==> config.mk <==
export PLATFORM = sky130hd
export DESIGN_NAME = infix_to_postfix_converter
export DESIGN_NICKNAME = d
export VERILOG_FILES = /design/src/itp_pkg.sv /design/src/itp_dp.sv /design/src/itp_ctrl.sv /design/src/infix_to_postfix_converter.sv
export SDC_FILE = /design/constraint.sdc
export NUM_CORES = 1
export LEC_CHECK = 0
export BUFFER_PORTS_ARGS = -buffer_cell sky130_fd_sc_hd__buf_2
export CAP_MARGIN = 25
export CELL_PAD_IN_SITES_DETAIL_PLACEMENT = 0
export CELL_PAD_IN_SITES_GLOBAL_PLACEMENT = 1
export CORE_MARGIN = 5
export CORE_UTILIZATION = 40
export CTS_CLUSTER_SIZE = 12
export DETAILED_ROUTE_END_ITERATION = 10
export HOLD_SLACK_MARGIN = 0.08
export PLACE_DENSITY = 0.7
export SETUP_SLACK_MARGIN = 0.5
export SYNTH_ARGS = -nofsm -noshare
export SYNTH_HDL_FRONTEND = slang
export SYNTH_SLANG_ARGS = --single-unit
export TNS_END_PERCENT = 50
==> constraint.sdc <==
create_clock -name clk -period 4.3 [get_ports clk]
set_input_delay 0 -clock clk [delete_from_list [all_inputs] [get_ports clk]]
set_output_delay 0 -clock clk [all_outputs]
set_load 0.01 [all_outputs]
==> src/itp_pkg.sv <==
package itp_pkg;

  localparam int STACK_DEPTH = 32;
  localparam int CNT_W = $clog2(STACK_DEPTH + 1);
  localparam int IDX_W = $clog2(STACK_DEPTH);

  localparam logic [2:0] OP_NONE   = 3'd0;
  localparam logic [2:0] OP_LPAREN = 3'd1;
  localparam logic [2:0] OP_PLUS   = 3'd2;
  localparam logic [2:0] OP_MINUS  = 3'd3;
  localparam logic [2:0] OP_TIMES  = 3'd4;
  localparam logic [2:0] OP_DIVIDE = 3'd5;

  localparam logic [2:0] ST_OK       = 3'd0;
  localparam logic [2:0] ST_EMPTY    = 3'd1;
  localparam logic [2:0] ST_BRACES   = 3'd2;
  localparam logic [2:0] ST_SPACES   = 3'd3;
  localparam logic [2:0] ST_OPERANDS = 3'd4;
  localparam logic [2:0] ST_ILLEGAL  = 3'd5;
  localparam logic [2:0] ST_OVERFLOW = 3'd6;

  localparam logic [7:0] CH_SPACE  = 8'h20;
  localparam logic [7:0] CH_LPAREN = 8'h28;
  localparam logic [7:0] CH_RPAREN = 8'h29;
  localparam logic [7:0] CH_TIMES  = 8'h2A;
  localparam logic [7:0] CH_PLUS   = 8'h2B;
  localparam logic [7:0] CH_MINUS  = 8'h2D;
  localparam logic [7:0] CH_DIVIDE = 8'h2F;
  localparam logic [7:0] CH_ZERO   = 8'h30;
  localparam logic [7:0] CH_NINE   = 8'h39;

  typedef struct packed {
    logic [7:0] in_char;
    logic       end_of_expression;
  } in_t;

  typedef struct packed {
    logic [7:0] out_char;
    logic       is_status;
    logic [2:0] status_code;
    logic       last_of_run;
  } out_t;

  typedef enum logic [2:0] {
    CL_SPACE,
    CL_DIGIT,
    CL_LPAREN,
    CL_RPAREN,
    CL_OP,
    CL_ILLEGAL
  } char_class_t;

  typedef enum logic [1:0] {
    EM_CHAR,
    EM_TOP,
    EM_SPACE,
    EM_STATUS
  } emit_sel_t;

  typedef struct packed {
    logic       load_in;
    logic       emit;
    emit_sel_t  emit_sel;
    logic       flush;
    logic       push;
    logic       push_lparen;
    logic       pop;
    logic       set_err;
    logic [2:0] err_code;
    logic       clear_all;
    logic       fl_space;
    logic       fl_digit;
    logic       fl_nondigit;
    logic       clr_pending;
    logic       set_pending;
  } cmd_t;

  typedef struct packed {
    char_class_t cls;
    logic        is_end;
    logic        err_zero;
    logic        dts;
    logic        pending;
    logic        seen;
    logic        stack_empty;
    logic        stack_full;
    logic        top_lparen;
    logic        pop_ok;
    logic        can_emit;
    logic        hold_valid;
  } sts_t;

  function automatic logic [7:0] code_char(input logic [2:0] code);
    logic [7:0] ch;
    case (code)
      OP_LPAREN: ch = CH_LPAREN;
      OP_PLUS:   ch = CH_PLUS;
      OP_MINUS:  ch = CH_MINUS;
      OP_TIMES:  ch = CH_TIMES;
      OP_DIVIDE: ch = CH_DIVIDE;
      default:   ch = 8'h00;
    endcase
    return ch;
  endfunction

  function automatic logic is_high(input logic [2:0] code);
    return (code == OP_TIMES) || (code == OP_DIVIDE);
  endfunction

endpackage

==> src/itp_dp.sv <==
module itp_dp (
  input  logic               clk,
  input  logic               rst,
  input  itp_pkg::in_t       chr_data,
  input  logic               pfx_ready,
  output logic               pfx_valid,
  output itp_pkg::out_t      pfx_data,
  input  itp_pkg::cmd_t      cmd,
  output itp_pkg::sts_t      sts
);

  itp_pkg::in_t                    in_reg;
  logic [2:0]                      stack [itp_pkg::STACK_DEPTH];
  logic [itp_pkg::CNT_W-1:0]       count;
  logic [itp_pkg::CNT_W-1:0]       count_m1;
  logic [itp_pkg::IDX_W-1:0]       top_idx;
  logic [2:0]                      top_code;
  logic [2:0]                      in_code;
  logic [2:0]                      push_code;
  logic                            seen;
  logic                            dts;
  logic                            after_digit;
  logic                            pending;
  logic [2:0]                      err;
  logic [2:0]                      final_code;
  logic                            hold_valid;
  itp_pkg::out_t                   hold;
  itp_pkg::out_t                   emit_item;
  itp_pkg::char_class_t            cls;
  logic                            out_free;

  assign count_m1 = count - 1'b1;
  assign top_idx  = count_m1[itp_pkg::IDX_W-1:0];
  assign top_code = stack[top_idx];
  assign out_free = !pfx_valid || pfx_ready;

  always_comb begin
    in_code = itp_pkg::OP_NONE;
    case (in_reg.in_char)
      itp_pkg::CH_SPACE:  cls = itp_pkg::CL_SPACE;
      itp_pkg::CH_LPAREN: cls = itp_pkg::CL_LPAREN;
      itp_pkg::CH_RPAREN: cls = itp_pkg::CL_RPAREN;
      itp_pkg::CH_PLUS: begin
        cls = itp_pkg::CL_OP;
        in_code = itp_pkg::OP_PLUS;
      end
      itp_pkg::CH_MINUS: begin
        cls = itp_pkg::CL_OP;
        in_code = itp_pkg::OP_MINUS;
      end
      itp_pkg::CH_TIMES: begin
        cls = itp_pkg::CL_OP;
        in_code = itp_pkg::OP_TIMES;
      end
      itp_pkg::CH_DIVIDE: begin
        cls = itp_pkg::CL_OP;
        in_code = itp_pkg::OP_DIVIDE;
      end
      default: begin
        if (in_reg.in_char >= itp_pkg::CH_ZERO && in_reg.in_char <= itp_pkg::CH_NINE) begin
          cls = itp_pkg::CL_DIGIT;
        end else begin
          cls = itp_pkg::CL_ILLEGAL;
        end
      end
    endcase
  end

  assign final_code = (err == itp_pkg::ST_OK && !seen) ? itp_pkg::ST_EMPTY : err;
  assign push_code  = cmd.push_lparen ? itp_pkg::OP_LPAREN : in_code;

  always_comb begin
    emit_item = '0;
    case (cmd.emit_sel)
      itp_pkg::EM_CHAR:  emit_item.out_char = in_reg.in_char;
      itp_pkg::EM_TOP:   emit_item.out_char = itp_pkg::code_char(top_code);
      itp_pkg::EM_SPACE: emit_item.out_char = itp_pkg::CH_SPACE;
      default: begin
        emit_item.is_status   = 1'b1;
        emit_item.status_code = final_code;
      end
    endcase
  end

  always_comb begin
    sts.cls         = cls;
    sts.is_end      = in_reg.end_of_expression;
    sts.err_zero    = (err == itp_pkg::ST_OK);
    sts.dts         = dts;
    sts.pending     = pending;
    sts.seen        = seen;
    sts.stack_empty = (count == '0);
    sts.stack_full  = (count >= itp_pkg::CNT_W'(itp_pkg::STACK_DEPTH));
    sts.top_lparen  = (top_code == itp_pkg::OP_LPAREN);
    sts.pop_ok      = (top_code != itp_pkg::OP_LPAREN) &&
                      !(!itp_pkg::is_high(top_code) && itp_pkg::is_high(in_code));
    sts.can_emit    = !hold_valid || out_free;
    sts.hold_valid  = hold_valid;
  end

  always_ff @(posedge clk) begin
    if (cmd.load_in) begin
      in_reg <= chr_data;
    end
    if (cmd.push) begin
      stack[count[itp_pkg::IDX_W-1:0]] <= push_code;
    end
  end

  always_ff @(posedge clk) begin
    if (rst) begin
      count       <= '0;
      seen        <= 1'b0;
      dts         <= 1'b0;
      after_digit <= 1'b0;
      pending     <= 1'b0;
      err         <= itp_pkg::ST_OK;
    end else if (cmd.clear_all) begin
      count       <= '0;
      seen        <= 1'b0;
      dts         <= 1'b0;
      after_digit <= 1'b0;
      pending     <= 1'b0;
      err         <= itp_pkg::ST_OK;
    end else begin
      if (cmd.pop) begin
        count <= count_m1;
      end else if (cmd.push) begin
        count <= count + 1'b1;
      end
      if (cmd.emit && cmd.emit_sel != itp_pkg::EM_STATUS) begin
        seen <= 1'b1;
      end
      if (cmd.fl_space && after_digit) begin
        dts <= 1'b1;
      end
      if (cmd.fl_digit) begin
        after_digit <= 1'b1;
      end
      if (cmd.fl_nondigit) begin
        after_digit <= 1'b0;
        dts         <= 1'b0;
      end
      if (cmd.fl_digit || cmd.clr_pending) begin
        pending <= 1'b0;
      end else if (cmd.set_pending) begin
        pending <= 1'b1;
      end
      if (cmd.set_err) begin
        err <= cmd.err_code;
      end
    end
  end

  always_ff @(posedge clk) begin
    if (rst) begin
      hold_valid <= 1'b0;
      pfx_valid  <= 1'b0;
    end else begin
      if (cmd.emit) begin
        hold_valid <= 1'b1;
      end else if (cmd.flush) begin
        hold_valid <= 1'b0;
      end
      if ((cmd.emit || cmd.flush) && hold_valid) begin
        pfx_valid <= 1'b1;
      end else if (pfx_ready) begin
        pfx_valid <= 1'b0;
      end
    end
  end

  always_ff @(posedge clk) begin
    if (cmd.emit) begin
      hold <= emit_item;
    end
    if ((cmd.emit || cmd.flush) && hold_valid) begin
      pfx_data <= '{out_char:    hold.out_char,
                    is_status:   hold.is_status,
                    status_code: hold.status_code,
                    last_of_run: cmd.flush};
    end
  end

  assert property (@(posedge clk) disable iff (rst)
    (cmd.emit || cmd.flush) && hold_valid |-> out_free)
    else $error("Result moved to the output register while a transfer is pending.");

  assert property (@(posedge clk) disable iff (rst)
    count <= itp_pkg::CNT_W'(itp_pkg::STACK_DEPTH))
    else $error("Operator stack count exceeds its depth.");

  assert property (@(posedge clk) disable iff (rst)
    pfx_valid && pfx_data.is_status |-> pfx_data.last_of_run)
    else $error("Status result is not marked as the last of its run.");

  assert property (@(posedge clk) disable iff (rst)
    cmd.push |-> !cmd.pop && !sts.stack_full)
    else $error("Push onto a full stack or together with a pop.");

endmodule

==> src/itp_ctrl.sv <==
module itp_ctrl (
  input  logic           clk,
  input  logic           rst,
  input  logic           chr_valid,
  output logic           chr_ready,
  input  itp_pkg::sts_t  sts,
  output itp_pkg::cmd_t  cmd
);

  typedef enum logic [7:0] {
    S_IDLE      = 8'b0000_0001,
    S_DECODE    = 8'b0000_0010,
    S_POP_OP    = 8'b0000_0100,
    S_POP_PAREN = 8'b0000_1000,
    S_END       = 8'b0001_0000,
    S_DRAIN     = 8'b0010_0000,
    S_STATUS    = 8'b0100_0000,
    S_FLUSH     = 8'b1000_0000
  } state_t;

  state_t state;
  state_t state_next;

  assign chr_ready = (state == S_IDLE);

  always_comb begin
    cmd        = '0;
    state_next = state;
    unique case (state)
      S_IDLE: begin
        if (chr_valid) begin
          cmd.load_in = 1'b1;
          state_next  = S_DECODE;
        end
      end
      S_DECODE: begin
        if (sts.is_end) begin
          state_next = S_END;
        end else if (!sts.err_zero) begin
          state_next = S_IDLE;
        end else begin
          case (sts.cls)
            itp_pkg::CL_SPACE: begin
              cmd.fl_space = 1'b1;
              state_next   = S_IDLE;
            end
            itp_pkg::CL_DIGIT: begin
              if (sts.dts) begin
                cmd.set_err  = 1'b1;
                cmd.err_code = itp_pkg::ST_SPACES;
                state_next   = S_IDLE;
              end else if (sts.can_emit) begin
                cmd.emit     = 1'b1;
                cmd.emit_sel = itp_pkg::EM_CHAR;
                cmd.fl_digit = 1'b1;
                state_next   = S_FLUSH;
              end
            end
            itp_pkg::CL_LPAREN: begin
              cmd.fl_nondigit = 1'b1;
              cmd.clr_pending = 1'b1;
              if (sts.stack_full) begin
                cmd.set_err  = 1'b1;
                cmd.err_code = itp_pkg::ST_OVERFLOW;
              end else begin
                cmd.push        = 1'b1;
                cmd.push_lparen = 1'b1;
              end
              state_next = S_IDLE;
            end
            itp_pkg::CL_RPAREN: begin
              cmd.fl_nondigit = 1'b1;
              cmd.clr_pending = 1'b1;
              state_next      = S_POP_PAREN;
            end
            itp_pkg::CL_OP: begin
              cmd.fl_nondigit = 1'b1;
              if (!sts.seen || sts.pending) begin
                cmd.set_err  = 1'b1;
                cmd.err_code = itp_pkg::ST_OPERANDS;
                state_next   = S_IDLE;
              end else begin
                state_next = S_POP_OP;
              end
            end
            default: begin
              cmd.fl_nondigit = 1'b1;
              cmd.set_err     = 1'b1;
              cmd.err_code    = itp_pkg::ST_ILLEGAL;
              state_next      = S_IDLE;
            end
          endcase
        end
      end
      S_POP_OP: begin
        if (!sts.stack_empty && sts.pop_ok) begin
          if (sts.can_emit) begin
            cmd.emit     = 1'b1;
            cmd.emit_sel = itp_pkg::EM_TOP;
            cmd.pop      = 1'b1;
          end
        end else if (sts.stack_full) begin
          cmd.set_err  = 1'b1;
          cmd.err_code = itp_pkg::ST_OVERFLOW;
          state_next   = S_FLUSH;
        end else if (sts.can_emit) begin
          cmd.push        = 1'b1;
          cmd.emit        = 1'b1;
          cmd.emit_sel    = itp_pkg::EM_SPACE;
          cmd.set_pending = 1'b1;
          state_next      = S_FLUSH;
        end
      end
      S_POP_PAREN: begin
        if (sts.stack_empty) begin
          cmd.set_err  = 1'b1;
          cmd.err_code = itp_pkg::ST_BRACES;
          state_next   = S_FLUSH;
        end else if (sts.top_lparen) begin
          cmd.pop    = 1'b1;
          state_next = S_FLUSH;
        end else if (sts.can_emit) begin
          cmd.emit     = 1'b1;
          cmd.emit_sel = itp_pkg::EM_TOP;
          cmd.pop      = 1'b1;
        end
      end
      S_END: begin
        if (sts.err_zero && sts.pending) begin
          cmd.set_err  = 1'b1;
          cmd.err_code = itp_pkg::ST_OPERANDS;
          state_next   = S_STATUS;
        end else if (sts.err_zero) begin
          state_next = S_DRAIN;
        end else begin
          state_next = S_STATUS;
        end
      end
      S_DRAIN: begin
        if (sts.stack_empty) begin
          state_next = S_STATUS;
        end else if (sts.top_lparen) begin
          cmd.set_err  = 1'b1;
          cmd.err_code = itp_pkg::ST_BRACES;
          state_next   = S_STATUS;
        end else if (sts.can_emit) begin
          cmd.emit     = 1'b1;
          cmd.emit_sel = itp_pkg::EM_TOP;
          cmd.pop      = 1'b1;
        end
      end
      S_STATUS: begin
        if (sts.can_emit) begin
          cmd.emit      = 1'b1;
          cmd.emit_sel  = itp_pkg::EM_STATUS;
          cmd.clear_all = 1'b1;
          state_next    = S_FLUSH;
        end
      end
      S_FLUSH: begin
        if (!sts.hold_valid) begin
          state_next = S_IDLE;
        end else if (sts.can_emit) begin
          cmd.flush  = 1'b1;
          state_next = S_IDLE;
        end
      end
      default: begin
        state_next = S_IDLE;
      end
    endcase
  end

  always_ff @(posedge clk) begin
    if (rst) begin
      state <= S_IDLE;
    end else begin
      state <= state_next;
    end
  end

  assert property (@(posedge clk) disable iff (rst) $onehot(state))
    else $error("Controller state is not one-hot.");

  assert property (@(posedge clk) disable iff (rst)
    state == S_DECODE |-> !sts.hold_valid)
    else $error("A result from the previous item is still held at decode.");

  assert property (@(posedge clk) disable iff (rst)
    cmd.emit && cmd.emit_sel == itp_pkg::EM_STATUS |=> state == S_FLUSH && sts.err_zero)
    else $error("Status result did not clear the error state.");

endmodule

==> src/infix_to_postfix_converter.sv <==
// Channel  Direction  Handshake              Payload
// chr      in         chr_valid / chr_ready  chr_data (itp_pkg::in_t)
// pfx      out        pfx_valid / pfx_ready  pfx_data (itp_pkg::out_t)
//
// An item is registered in the idle state, then decoded; a digit goes on to
// flush, an operator or ')' to its pop state and flush, the end marker to
// end, drain (skipped on an error), status and flush. Results leave one per
// cycle, when not stalled, via a hold stage in front of the output register.
// Reset is synchronous and clears the stack count, flags and error state.
// A stalled output transfer holds the controller wherever it must emit.
module infix_to_postfix_converter (
  input  logic           clk,
  input  logic           rst,
  input  logic           chr_valid,
  output logic           chr_ready,
  input  itp_pkg::in_t   chr_data,
  output logic           pfx_valid,
  input  logic           pfx_ready,
  output itp_pkg::out_t  pfx_data
);

  itp_pkg::cmd_t cmd;
  itp_pkg::sts_t sts;

  itp_ctrl u_ctrl (
    .clk       (clk),
    .rst       (rst),
    .chr_valid (chr_valid),
    .chr_ready (chr_ready),
    .sts       (sts),
    .cmd       (cmd)
  );

  itp_dp u_dp (
    .clk       (clk),
    .rst       (rst),
    .chr_data  (chr_data),
    .pfx_ready (pfx_ready),
    .pfx_valid (pfx_valid),
    .pfx_data  (pfx_data),
    .cmd       (cmd),
    .sts       (sts)
  );

endmodule
==> results.md <==
- Crit-path max FO: 18
- CTS buffer count: 17
- Syn Area/Cell: about 13 um^2
- Fraction of synthesized cell area in xor and xnor cells: less than 1%
- Placed Instance Area: between 7000 and 8000 um^2
- Worst relative slew slack: between 50% and 60%
- Initial antenna violation count: 0
- Top cell type's share of synthesized area: 55.2%
- Combinational power share: roughly 2.2%
- Drt wl/cell: 19.0 um
- Slew @ Worst Pin: about 0.69 ns
- Crit. End Element: flip-flop
- H-tree depth: 4
- Synth cell types: between 70 and 80
- Number of global-route vias before repair: about 4,500
- Diode count: 0
- Worst r2r src: u_dp.count[1]$_SDFFE_PP0P_
- # Max-Cap Violations: 0
- Worst R2R Path Depth: 15
- Status: completed
- Ys async rst share: 0%
- Clock Tree Root: clkbuf_16
- I/O Pins: 28
- Clk pwr share: roughly 49%
- Rows: 48
- Setup-failing EPs final: 0
- Most common cell after layout, fill and taps aside: edfxtp_1
- Synthesized flop and latch total: between 150 and 200
- Worst reg2reg setup slack: 0.68 ns
- Routed Antenna Nets: 0
- Slew Viols, Final: 0
- # port buffers: 27
- EDFF count, synth: 130
- Mapped Cells: roughly 520
- CTS tree: done
- DR iter-0 viols: 476
- Routed wire length on met3: 755 um
- Largest family of logic cells by synthesized area: simple AND/OR/NAND/NOR gates
- Post-DR vias/cell: roughly 5.6
- CP startpoint kind: flip-flop
- Worst hold stages: 2
- Chip height: 143 um
- Deepest clock path buffer count: 2
- DR pass1 iterations: 5
- Layout cell share with drive strength beyond 1: about 23%
- Overall routed net length: about 15,000 um
- Initial Util: between 40% and 50%
- Max reg flops: 96
- Final RePlAce weighted congestion: 0.841
- Synth area leader: edfxtp_1
- Syn-to-layout area delta: 17.4%
- First-pass GRT wire length: approximately 25,000 um
- Worst EP arrival: ~3.8 ns
- Synth Area in Simple Gates: about 14%
- Net Sw Power: approximately 0.63 mW
- Die width: 143 um
- Met2 WL: a little over 7000 um
- CP Class: reg -> reg
- Dominant synthesized flop cell: edfxtp_1
- Hold Vio Cnt, Final: 0
- Synth area leaders: edfxtp_1, mux4_2, dfxtp_1
- Area fraction in compound gates after synthesis: 9.08%
- Unrepaired setup endpoints after global routing: no
- Leading cell types in the layout, fill and taps excluded: edfxtp_1, nor2_1, nand2_1, a21oi_1, buf_2
- Mapped cell area: 7070 um^2
- Hold WC Path Type: in -> reg
- GRT Residual Overflow: 0
- Critical path required time: between 4 and 5 ns
- Adder-cell area share of the yosys netlist: roughly 1.6%
- Cells after DPL: between 700 and 800
- Final cell count without fillers: roughly 800
- Clock transition at path regs: 0.06 ns
- Pleak: approximately 3 nW
- Hold_ws: 0.291 ns
- Hold Crit Start: chr_data[7]
- DR top layer: met4
- Met1 wire length: 7250 um
- Nets: ~600
- Switch share: 19.2%
- Hold Path Sink: u_dp.in_reg[7]$_DFFE_PP_
- Die area: ~20,000 um^2
- Vias: between 4,000 and 5,000
- Final min period: 3.62 ns
- RR Endpoint: u_dp.hold[9]$_DFFE_PP_
- Clock sink count: roughly 150
- Yosys synthesis warning count: 0
- Final period util: a little over four fifths
- DRC violations left: 0
- Fmax: about 280 MHz
- Flop pwr share: between 40 and 50%
- Clock Latency Late Sink: roughly 0.42 ns
- Worst Skew: 0.0113 ns
- Register area share after synthesis: slightly above 60%
- VDD IR max: 0.274 mV
- Detail Placement HPWL: 10,600 um
- Largest net degree at the start of global routing: 34
- Mux contribution to synthesized area: ~9.6%
- Core box area: 17,300 um^2
- Int Power: around 2.7 mW
- Cell Pwr Density: 398 nW/um^2
- Design area: between 8000 and 9000 um^2
- Syn Nets: about 550
- Setup tns final: 0 ns
- Total track usage: 15.8%
-- final cells by class --
cell class / instances / area, um^2
fillers: 1531 / 9000
flip-flops and latches: 153 / 4370
multi-input cells: 338 / 2550
clock buffers: 20 / 437
repair buffers: 54 / 417
well taps: 225 / 282
clock inverters: 12 / 199
inverters: 11 / 41.3
-- routing by layer --
metal	global-route usage (%)	vias to the layer above
met2	24.4	111
met5	0	-
li1	-	2125
met1	22.1	2281
met4	4.50	0
met3	4.39	14
-- cells in the mapped netlist (5+ instances only) --
cell type,number
and2_1,7
nor2b_1,5
buf_4,7
nand2_1,31
ha_1,9
nand4_1,5
edfxtp_1,130
inv_1,11
o21ai_1,9
a21oi_1,28
nand2b_1,7
o21ai_0,17
mux4_2,24
mux2i_1,13
nor3b_1,9
nor3_1,8
nor2_1,63
dfxtp_1,23
a31oi_1,8
nand3_1,12
clkbuf_1,6
-- worst max path at each step --
stage	start	end
3_5_place_dp	u_dp.count[1]$_SDFFE_PP0P_	u_dp.hold[9]$_DFFE_PP_
5_1_grt	u_dp.count[1]$_SDFFE_PP0P_	u_dp.hold[9]$_DFFE_PP_
2_1_floorplan	u_dp.count[0]$_SDFFE_PP0P_	u_dp.hold[11]$_DFFE_PP_
6_report	u_dp.count[1]$_SDFFE_PP0P_	u_dp.hold[9]$_DFFE_PP_
4_1_cts	u_dp.count[1]$_SDFFE_PP0P_	u_dp.hold[9]$_DFFE_PP_
3_3_place_gp	u_dp.count[1]$_SDFFE_PP0P_	u_dp.hold[11]$_DFFE_PP_
-- per-stage QoR --
| step | util (%) | setup WS (ns) | total power, mW |
|---|---|---|---|
| floorplan | - | 0.524 | 1.69 |
| global placement | 43.0 | 0.417 | 1.71 |
| detailed placement | 43.2 | 0.312 | 1.71 |
| CTS | 47.6 | 0.518 | 3.33 |
| global route | 48.0 | 0.504 | 3.42 |
| finish | 48.0 | 0.683 | 3.30 |
-- power groups by stage --
stage	logic (mW)	registers, mW	clock network [mW]
final	0.0712	1.62	1.61
after floorplan	0.0453	1.64	0
after CTS	0.0713	1.62	1.64
after detailed placement	0.0624	1.65	0
after global placement	0.0603	1.65	0
after global routing	0.0786	1.62	1.72
-- kinds of logic after synthesis --
kind of cell               after synthesis
and+or+nand+nor                        189
DFF                                    153
buffers and inverters                   33
AOI/OAI and AO/OA                       97
muxes                                   38
xor gates and xnor gates                 5
adders and majority gates                9
-- worst max-delay path, stage by stage, from the launching register on --
cell and delay (ns):
dfxtp_4 0.42, inv_1 0.13, ha_1 0.37, buf_12 0.18, mux4_2 0.31, mux2i_1 0.21
o21ai_1 0.13, and4_1 0.28, nor2_1 0.16, nor2_1 0.10, nor2_1 0.15, nand2_1 0.09
a31o_2 0.30, ha_2 0.21, nor2b_1 0.16, and2_1 0.17
-- timing repair --
item / in CTS / in global routing
hold endpoints to repair: 19 / 0
setup buffers: 0 / 2
resized for setup: 3 / 11
setup endpoints to repair: 25 / 12
pin swaps: 0 / 1
hold buffers: 12 / 0
Power figures use the tool's default switching activity.
